## config.mk

```make
export PLATFORM = sky130hd
export DESIGN_NAME = sorted_priority_queue_flat
export DESIGN_NICKNAME = d
export VERILOG_FILES = /design/src/rtl/spq_pkg.sv /design/src/rtl/spq_req_if.sv /design/src/rtl/spq_rsp_if.sv /design/src/rtl/spq_cell.sv /design/src/rtl/sorted_priority_queue.sv /design/src/flat_wrapper.sv
export SDC_FILE = /design/constraint.sdc
export NUM_CORES = 1
export LEC_CHECK = 0
export BUFFER_PORTS_ARGS = -buffer_cell sky130_fd_sc_hd__buf_2
export CAP_MARGIN = 25
export CELL_PAD_IN_SITES_DETAIL_PLACEMENT = 1
export CELL_PAD_IN_SITES_GLOBAL_PLACEMENT = 2
export CORE_ASPECT_RATIO = 1.5
export CORE_MARGIN = 2
export CORE_UTILIZATION = 45
export CTS_CLUSTER_DIAMETER = 100
export DETAILED_ROUTE_END_ITERATION = 16
export PLACE_DENSITY_LB_ADDON = 0.2
export SYNTH_ARGS = -nofsm -noshare
export SYNTH_HDL_FRONTEND = slang
export SYNTH_HIERARCHICAL = 1
export SYNTH_SLANG_ARGS = --single-unit
```

## constraint.sdc

```tcl
create_clock -name clk -period 6.31 [get_ports clk]
set_input_delay 0.631 -clock clk [delete_from_list [all_inputs] [get_ports clk]]
set_output_delay 0.631 -clock clk [all_outputs]
set_load 0.02 [all_outputs]
```

## src/rtl/spq_pkg.sv

```systemverilog
`timescale 1ns / 1ps
// ----------------------------------------------------------------------------
// spq_pkg: shared types and constants for the sorted priority queue
// Depth, field widths, operation and status codes, and the cell entry type.
// ----------------------------------------------------------------------------
package spq_pkg;

  localparam int DEPTH   = 8;                    // range 2 .. 15
  localparam int CNT_W   = $clog2(DEPTH + 1);
  localparam int VALUE_W = 32;
  localparam int PRIO_W  = 8;
  localparam int MODE_W  = 2;
  localparam int STAT_W  = 2;
  localparam int FILL_W  = 4;

  typedef enum logic [MODE_W-1:0] {
    MODE_INSERT = 2'd0,
    MODE_REMOVE = 2'd1,
    MODE_PEEK   = 2'd2
  } mode_t;

  typedef enum logic [STAT_W-1:0] {
    ST_OK       = 2'd0,
    ST_OVERFLOW = 2'd1,
    ST_EMPTY    = 2'd2
  } status_t;

  typedef struct packed {
    logic signed [VALUE_W-1:0] value;
    logic        [PRIO_W-1:0]  prio;
  } entry_t;

  // Chain-wide command, given to every cell
  typedef struct packed {
    logic insert;   // place new entry, shift lower entries down
    logic remove;   // drop head, shift all entries up
  } chain_ctrl_t;

endpackage

```

## src/rtl/spq_req_if.sv

```systemverilog
`timescale 1ns / 1ps
// ----------------------------------------------------------------------------
// spq_req_if: request channel of the sorted priority queue
// Valid/ready handshake carrying the operation, value and priority.
// ----------------------------------------------------------------------------
interface spq_req_if
  import spq_pkg::*;
();
  logic                      valid;
  logic                      ready;
  logic [MODE_W-1:0]         mode;
  logic signed [VALUE_W-1:0] item_value;
  logic [PRIO_W-1:0]         item_priority;

  modport source (output valid, mode, item_value, item_priority, input ready);
  modport sink   (input valid, mode, item_value, item_priority, output ready);
endinterface

```

## src/rtl/spq_rsp_if.sv

```systemverilog
`timescale 1ns / 1ps
// ----------------------------------------------------------------------------
// spq_rsp_if: response channel of the sorted priority queue
// Valid/ready handshake carrying status, head entry and fill count.
// ----------------------------------------------------------------------------
interface spq_rsp_if
  import spq_pkg::*;
();
  logic                      valid;
  logic                      ready;
  logic [STAT_W-1:0]         status;
  logic signed [VALUE_W-1:0] head_value;
  logic [PRIO_W-1:0]         head_priority;
  logic [FILL_W-1:0]         fill_count;

  modport source (output valid, status, head_value, head_priority, fill_count,
                  input ready);
  modport sink   (input valid, status, head_value, head_priority, fill_count,
                  output ready);
endinterface

```

## src/rtl/spq_cell.sv

```systemverilog
`timescale 1ns / 1ps
// ----------------------------------------------------------------------------
// spq_cell: one slot of the sorted shift chain
// Keeps, takes the new entry, or takes a neighbor's entry each cycle.
// ----------------------------------------------------------------------------
module spq_cell
  import spq_pkg::*;
(
  input  logic        clk,
  input  chain_ctrl_t ctrl,
  input  entry_t      new_entry,
  input  entry_t      left_entry,   // slot above (toward head)
  input  entry_t      right_entry,  // slot below (toward tail)
  input  logic        left_keep,    // slot above stays put on insert
  input  logic        occupied,
  output logic        keep,
  output entry_t      entry
);

  // Stays put when occupied and it outranks or ties the new entry
  assign keep = occupied && (entry.prio >= new_entry.prio);

  always_ff @(posedge clk) begin
    if (ctrl.insert && !keep) begin
      entry <= left_keep ? new_entry : left_entry;
    end else if (ctrl.remove) begin
      entry <= right_entry;
    end
  end

endmodule

```

## src/rtl/sorted_priority_queue.sv

```systemverilog
`timescale 1ns / 1ps
// ----------------------------------------------------------------------------
// sorted_priority_queue: bounded priority queue on a sorted shift chain
// Inserts behind equal or higher priorities, removes or peeks the head.
// ----------------------------------------------------------------------------
//
//  channel | dir | payload                                        | handshake
//  --------+-----+------------------------------------------------+-----------
//  req     | in  | mode, item_value, item_priority                | valid/ready
//  rsp     | out | status, head_value, head_priority, fill_count  | valid/ready
//
//  One request per cycle while the response register is free or drained:
//  every cell compares its priority against the incoming one in parallel
//  and all cells shift at once. The response is registered and appears in the cycle after acceptance.
//  rst (synchronous) clears the fill count and the response valid; the
//  cells' contents are not reset and slots beyond the count are never read.
//  A stalled response holds in the output register; req.ready drops only
//  while that register is full and not being drained.
// ----------------------------------------------------------------------------
module sorted_priority_queue
  import spq_pkg::*;
(
  input  logic      clk,
  input  logic      rst,
  spq_req_if.sink   req,
  spq_rsp_if.source rsp
);

  // Fill count (state of the whole chain)
  logic [CNT_W-1:0] count;
  logic [CNT_W-1:0] count_next;

  // Chain wiring
  entry_t      cell_entry [DEPTH];
  logic        cell_keep  [DEPTH];
  entry_t      new_entry;
  chain_ctrl_t ctrl;

  // Response register
  logic                      out_valid;
  logic [STAT_W-1:0]         out_status;
  logic signed [VALUE_W-1:0] out_value;
  logic [PRIO_W-1:0]         out_prio;
  logic [FILL_W-1:0]         out_fill;

  logic              accept;
  logic              full;
  logic              empty;
  logic [STAT_W-1:0] status_next;
  entry_t            head_next;

  assign req.ready = !out_valid || rsp.ready;
  assign accept    = req.valid && req.ready;
  assign full      = (count == CNT_W'(DEPTH));
  assign empty     = (count == '0);

  assign new_entry.value = req.item_value;
  assign new_entry.prio  = req.item_priority;

  // Decode: refused inserts and empty removes leave the chain alone
  always_comb begin
    ctrl        = '0;
    count_next  = count;
    status_next = ST_OK;
    head_next   = '0;
    case (req.mode)
      MODE_INSERT: begin
        if (full) begin
          status_next = ST_OVERFLOW;
        end else begin
          ctrl.insert = accept;
          count_next  = count + CNT_W'(1);
        end
      end
      MODE_REMOVE: begin
        if (empty) begin
          status_next = ST_EMPTY;
        end else begin
          ctrl.remove = accept;
          count_next  = count - CNT_W'(1);
          head_next   = cell_entry[0];
        end
      end
      MODE_PEEK: begin
        if (empty) begin
          status_next = ST_EMPTY;
        end else begin
          head_next = cell_entry[0];
        end
      end
      default: begin
        // unused code: no change, plain ok response
      end
    endcase
  end

  // Cell row: slot 0 is the head
  for (genvar i = 0; i < DEPTH; i++) begin : g_cell
    entry_t left_e;
    entry_t right_e;
    logic   left_k;

    if (i == 0) begin : g_first
      assign left_e = new_entry;
      assign left_k = 1'b1;
    end else begin : g_mid_left
      assign left_e = cell_entry[i-1];
      assign left_k = cell_keep[i-1];
    end

    if (i == DEPTH - 1) begin : g_last
      assign right_e = cell_entry[i];
    end else begin : g_mid_right
      assign right_e = cell_entry[i+1];
    end

    spq_cell u_cell (
      .clk         (clk),
      .ctrl        (ctrl),
      .new_entry   (new_entry),
      .left_entry  (left_e),
      .right_entry (right_e),
      .left_keep   (left_k),
      .occupied    (count > CNT_W'(i)),
      .keep        (cell_keep[i]),
      .entry       (cell_entry[i])
    );
  end

  always_ff @(posedge clk) begin
    if (rst) begin
      count     <= '0;
      out_valid <= 1'b0;
    end else begin
      if (accept) begin
        count     <= count_next;
        out_valid <= 1'b1;
      end else if (rsp.ready) begin
        out_valid <= 1'b0;
      end
    end
  end

  always_ff @(posedge clk) begin
    if (accept) begin
      out_status <= status_next;
      out_value  <= head_next.value;
      out_prio   <= head_next.prio;
      out_fill   <= FILL_W'(count_next);
    end
  end

  assign rsp.valid         = out_valid;
  assign rsp.status        = out_status;
  assign rsp.head_value    = out_value;
  assign rsp.head_priority = out_prio;
  assign rsp.fill_count    = out_fill;

  // Checks
  a_count_bound: assert property (@(posedge clk) disable iff (rst)
    count <= CNT_W'(DEPTH))
    else $error("fill count beyond depth");

  a_insert_grows: assert property (@(posedge clk) disable iff (rst)
    (accept && req.mode == MODE_INSERT && !full) |=> count == $past(count) + CNT_W'(1))
    else $error("accepted insert did not grow the queue");

  a_head_sorted: assert property (@(posedge clk) disable iff (rst)
    (count >= CNT_W'(2)) |-> cell_entry[1].prio <= cell_entry[0].prio)
    else $error("head outranked by second slot");

  a_empty_rsp: assert property (@(posedge clk) disable iff (rst)
    (rsp.valid && rsp.status == ST_EMPTY) |-> rsp.fill_count == '0)
    else $error("empty status with nonzero fill count");

endmodule

```

## src/flat_wrapper.sv

```systemverilog
// flat-port wrapper written by rule: the top's interface ports become plain ports
module sorted_priority_queue_flat import spq_pkg::*;
  (clk, rst, req_valid, req_mode, req_item_value, req_item_priority, req_ready, rsp_valid, rsp_status, rsp_head_value, rsp_head_priority, rsp_fill_count, rsp_ready);
  spq_req_if req_i ();
  spq_rsp_if rsp_i ();
  input  logic clk;
  input  logic rst;
  input wire logic [$bits(req_i.valid)-1:0] req_valid;
  input wire logic [$bits(req_i.mode)-1:0] req_mode;
  input wire logic [$bits(req_i.item_value)-1:0] req_item_value;
  input wire logic [$bits(req_i.item_priority)-1:0] req_item_priority;
  output wire logic [$bits(req_i.ready)-1:0] req_ready;
  output wire logic [$bits(rsp_i.valid)-1:0] rsp_valid;
  output wire logic [$bits(rsp_i.status)-1:0] rsp_status;
  output wire logic [$bits(rsp_i.head_value)-1:0] rsp_head_value;
  output wire logic [$bits(rsp_i.head_priority)-1:0] rsp_head_priority;
  output wire logic [$bits(rsp_i.fill_count)-1:0] rsp_fill_count;
  input wire logic [$bits(rsp_i.ready)-1:0] rsp_ready;
  assign req_i.valid = req_valid;
  assign req_i.mode = req_mode;
  assign req_i.item_value = req_item_value;
  assign req_i.item_priority = req_item_priority;
  assign req_ready = req_i.ready;
  assign rsp_valid = rsp_i.valid;
  assign rsp_status = rsp_i.status;
  assign rsp_head_value = rsp_i.head_value;
  assign rsp_head_priority = rsp_i.head_priority;
  assign rsp_fill_count = rsp_i.fill_count;
  assign rsp_i.ready = rsp_ready;
  sorted_priority_queue u_core (.clk(clk), .rst(rst), .req(req_i), .rsp(rsp_i));
endmodule
```

Yosys cells after proc, flatten, opt, wreduce, memory -nomap -nowiden
Cells that the tools add are included. W data, S select, Z words.

Register bits: 371. Bits of input ports: 46. Output and inout port bits: 48. Logic and storage cells: 116.

Add/sub/neg operators: 2. Magnitude comparators: 16. Eq/ne operators: 3. Multiplexer cells: 33. Bitwise logic cells: 1. Reduce and logical (&&, ||, !) cells: 39.

Operator list (number): $mux W40 (21); $ge A8 B8 Y1 (8); $logic_and A1 B1 Y1 (17); $gt A4 B3 Y1 const B (4); $reduce_bool A2 Y1 (8); $logic_not A1 Y1 (9); $gt A4 B1 Y1 const B (2); $gt A4 B2 Y1 const B (2); $mux W4 (2); $pmux W4 S2 (1); $mux W1 (7); $add A4 B1 Y4 const B (1); $eq A4 B4 Y1 const B (1); $logic_not A4 Y1 (1); $pmux W2 S2 (1); $reduce_or A2 Y1 (2); $sub A4 B1 Y4 const B (1); $eq A2 B1 Y1 const B (1); $eq A2 B2 Y1 const B (1); $logic_not A2 Y1 (1); $mux W2 (1); $logic_or A1 B1 Y1 (1); $not A1 Y1 (1).

Logic depth before layout (Yosys ltp)
Depth after elaboration: 7. Mapped depth: 12. Gate-level depth less buffers: 10.

By module
The synthesis kept the hierarchy.

By module, submodules not included: spq_cell at u_core.g_cell[4].u_cell ... (instances 4, cells an instance 161, area an instance 2613.8 um^2, sequential area each 1201.2 um^2); spq_cell at u_core.g_cell[0].u_cell ... (instances 4, cells an instance 162, area an instance 2593.7 um^2, sequential area each 1201.2 um^2); sorted_priority_queue (instances 1, cells an instance 180, area an instance 2318.5 um^2, sequential area each 1481.4 um^2).

Worst setup path after synthesis
OpenSTA, ideal clock, no wires.

Path kind: input-to-reg. From: in rsp_ready. To: reg u_core/g_cell[0].u_cell/entry[0] (netlist name) (enable). Arrival: 3.431 ns. Slack: 2.500 ns. Stages: 9. Path through: nand2b_1 nand2_1 nor2_1 inv_1 a2111oi_2 a21oi_1 nand2_4 buf_12 or2_2.

RTL lines: from (decl) (RTL line flat_wrapper.sv:18) `input wire logic [$bits(rsp_i.ready)-1:0] rsp_ready;`; to (signal assigned) (RTL line spq_cell.sv:25) `entry <= left_keep ? new_entry : left_entry;`; to (signal assigned) (RTL line spq_cell.sv:27) `entry <= right_entry;`; to (decl) (RTL line spq_cell.sv:17) `output entry_t entry`.

==> results by group <==
Global route
  • Largest net degree at the start of global routing: 48
  • GRT overflow: 0
  • Global routing usage on met3: 0.02825
  • M2 GR Usage: 0.3975
  • All-Layer GR Usage: 0.2213
  • Vias in the first global route: 14131
  • Initial antenna violation count: 4
  • Met1 layer usage reported by global route: 0.2855
  • GRT busiest layer: met2
  • First-pass GRT wire length: around 90000 um

Clock tree
  • Buffer type at the clock tree root: clkbuf_16
  • H-Tree Depth: 2
  • Hold_buf cts: 0
  • Post-CTS Resized: 0
  • Clock Tree Buf Depth: 3
  • Number of clock sinks: roughly 370
  • Worst-path clk slew: about 60 ps
  • CTS buffer count: 40
  • Postcts setup bufs: 0
  • CTS tree: yes
  • Skew-Pair Late Insertion Delay: roughly 570 ps

Placement
  • Placed Area: roughly 0.024 mm^2
  • Placed cell count: between 2000 and 2500
  • RePlAce Congestion: 0.7624
  • # port buffers: 93
  • DPL Wire Length: between 30000 and 40000 um

Setup path
  • Worst-path maximum fanout: 25
  • Critical path class: flip-flop to flip-flop
  • Worst Path Arrival: between 4000 and 5000 ps
  • Critical path startpoint category: flip-flop
  • Crit end category: flip-flop
  • Required time of the critical path: ~6500 ps

Pwr
  • Net switching power: ~1.9 mW
  • P_int: between 5 and 6 mW
  • Switching Fraction: 0.2736
  • Clock power share: 0.325
  • Logic gate share of total power: 0.224
  • Peak VDD IR: roughly 0.17 mV
  • Sequential Power Share: 0.450
  • Power Density: about 280 mW/mm^2
  • Total power: between 7 and 8 mW
  • Static leakage: roughly 9.7 nW

Cells and area
  • Seq. cell area: roughly 0.011 mm^2
  • Share of cells above drive strength 1: 0.5485
  • Fill count: 4900
  • Area grow syn2layout: 8.789%
  • Multi-input gate area: approximately 0.011 mm^2
  • Final cell count without fillers: 2256
  • Design Area, Final: 0.02517 mm^2
  • Nets: 1674
  • Most frequent cells in the layout: edfxtp_1 (366), mux2_2 (328), mux2_4 (312)
  • Commonest non-fill, non-tap cell in the layout: edfxtp_1

Flow run
  • Maxcap violations: 0

Yosys
  • Mapped Avg Cell Area: 15.75 um^2
  • Post-Synthesis Cells: between 1000 and 1500
  • Synth Warn #: 6
  • Syn Std Cell Area: approximately 0.023 mm^2

Die
  • Die Span Y: about 280 um
  • # rows: around 100
  • Die Span X: 189.1 um
  • I/O pins: 94
  • Core Area: approximately 0.051 mm^2
  • Starting Density: 0.4565
  • Full die area: 0.05328 mm^2

Timing
  • Clock Skew: roughly 28 ps
  • Post-route minimum period: ~4100 ps
  • Sum of negative setup slack: 0 ps
  • Final setup vio count: 0
  • Max Freq: roughly 0.25 GHz
  • Slew @ Worst Pin: 1044 ps
  • Max-slew violations: 0
  • RSZ-0062 raised after global routing: false
  • Final Hold Vio Count: 0
  • Worst slew margin: 0.3043
  • Final period util: 0.6448

Detailed routing
  • Remaining DRCs: 0
  • Initial drt markers: roughly 630
  • Vias: 12740
  • First-pass DRT Iterations: 5
  • Vias/cell: between 5 and 6
  • Routed wire length: just under 60000 um
  • Wire length per cell: about 26 um
  • Routed Antenna Nets: 0

Hold path
  • Hold WC Path Type: primary input to flip-flop

Status
  • Outcome: finished clean
## power by group through the flow
stage,clock network [mW],registers [mW],logic [mW]
after global placement,0,3.20,1.52
after CTS,2.35,3.16,1.58
final,2.28,3.15,1.57
after global routing,2.41,3.18,1.68
after detailed placement,0,3.21,1.57
after floorplan,0,3.18,1.19
## per-layer routing
layer  up-vias  routed length [um]
met5         -                  23
met4         4                 807
met3        57                1715
met2       198               30060
met1      6710               25860
li1       5771                   -
## worst max-delay path, cell delays in order, from the launching register on
cell and delay, ps:
dfxtp_1 580, inv_1 180, ha_1 340, or2b_1 260
o21ai_0 110, nor2_2 110, buf_4 340, inv_1 90
a2111oi_2 320, a21oi_1 120, nand2_4 80, or2_2 710
buf_4 470
## stage by stage
step                      hold slack, ps  setup WS (ps)    util
after floorplan                    525.0           2500       -
after global placement             528.7           2314  0.4706
after detailed placement           563.3           2264  0.4727
after CTS                          323.4           2206  0.4966
after global routing               331.8           1984  0.4966
final                              344.6           2242  0.4967
## final cells by class
| cell class | count | share of cell area |
|---|---|---|
| timing repair buffer | 121 | 0.02963 |
| antenna | 1 | 0.00009943 |
| tap | 669 | 0.03326 |
| clock buffer | 55 | 0.04370 |
| clock inverter | 16 | 0.004425 |
| sequential | 371 | 0.4407 |
| multi-input combinational | 929 | 0.4342 |
| inverter | 94 | 0.01402 |
## registers in the layout (all words and copies together) (netlist names)
| register | cells |
|---|---|
| u_core/rsp.head_value | 32 |
| u_core/rsp.fill_count | 4 |
| u_core/count | 4 |
| u_core/rsp.valid | 1 |
| u_core/rsp.status | 2 |
| u_core/g_cell.u_cell/entry | 320 |
| u_core/rsp.head_priority | 8 |
## worst paths after layout
path,to,slack [ps],from,cells past startpoint
worst max-delay path,u_core/g_cell[2].u_cell/entry[1],2240,u_core/count[0],12
worst min-delay path,u_core/count[1],340,rst,2
worst min register to register,u_core/rsp.valid,560,u_core/rsp.valid,2
worst max register to register,u_core/g_cell[2].u_cell/entry[1],2240,u_core/count[0],12
No activity file was read; power rests on OpenSTA's default activity.
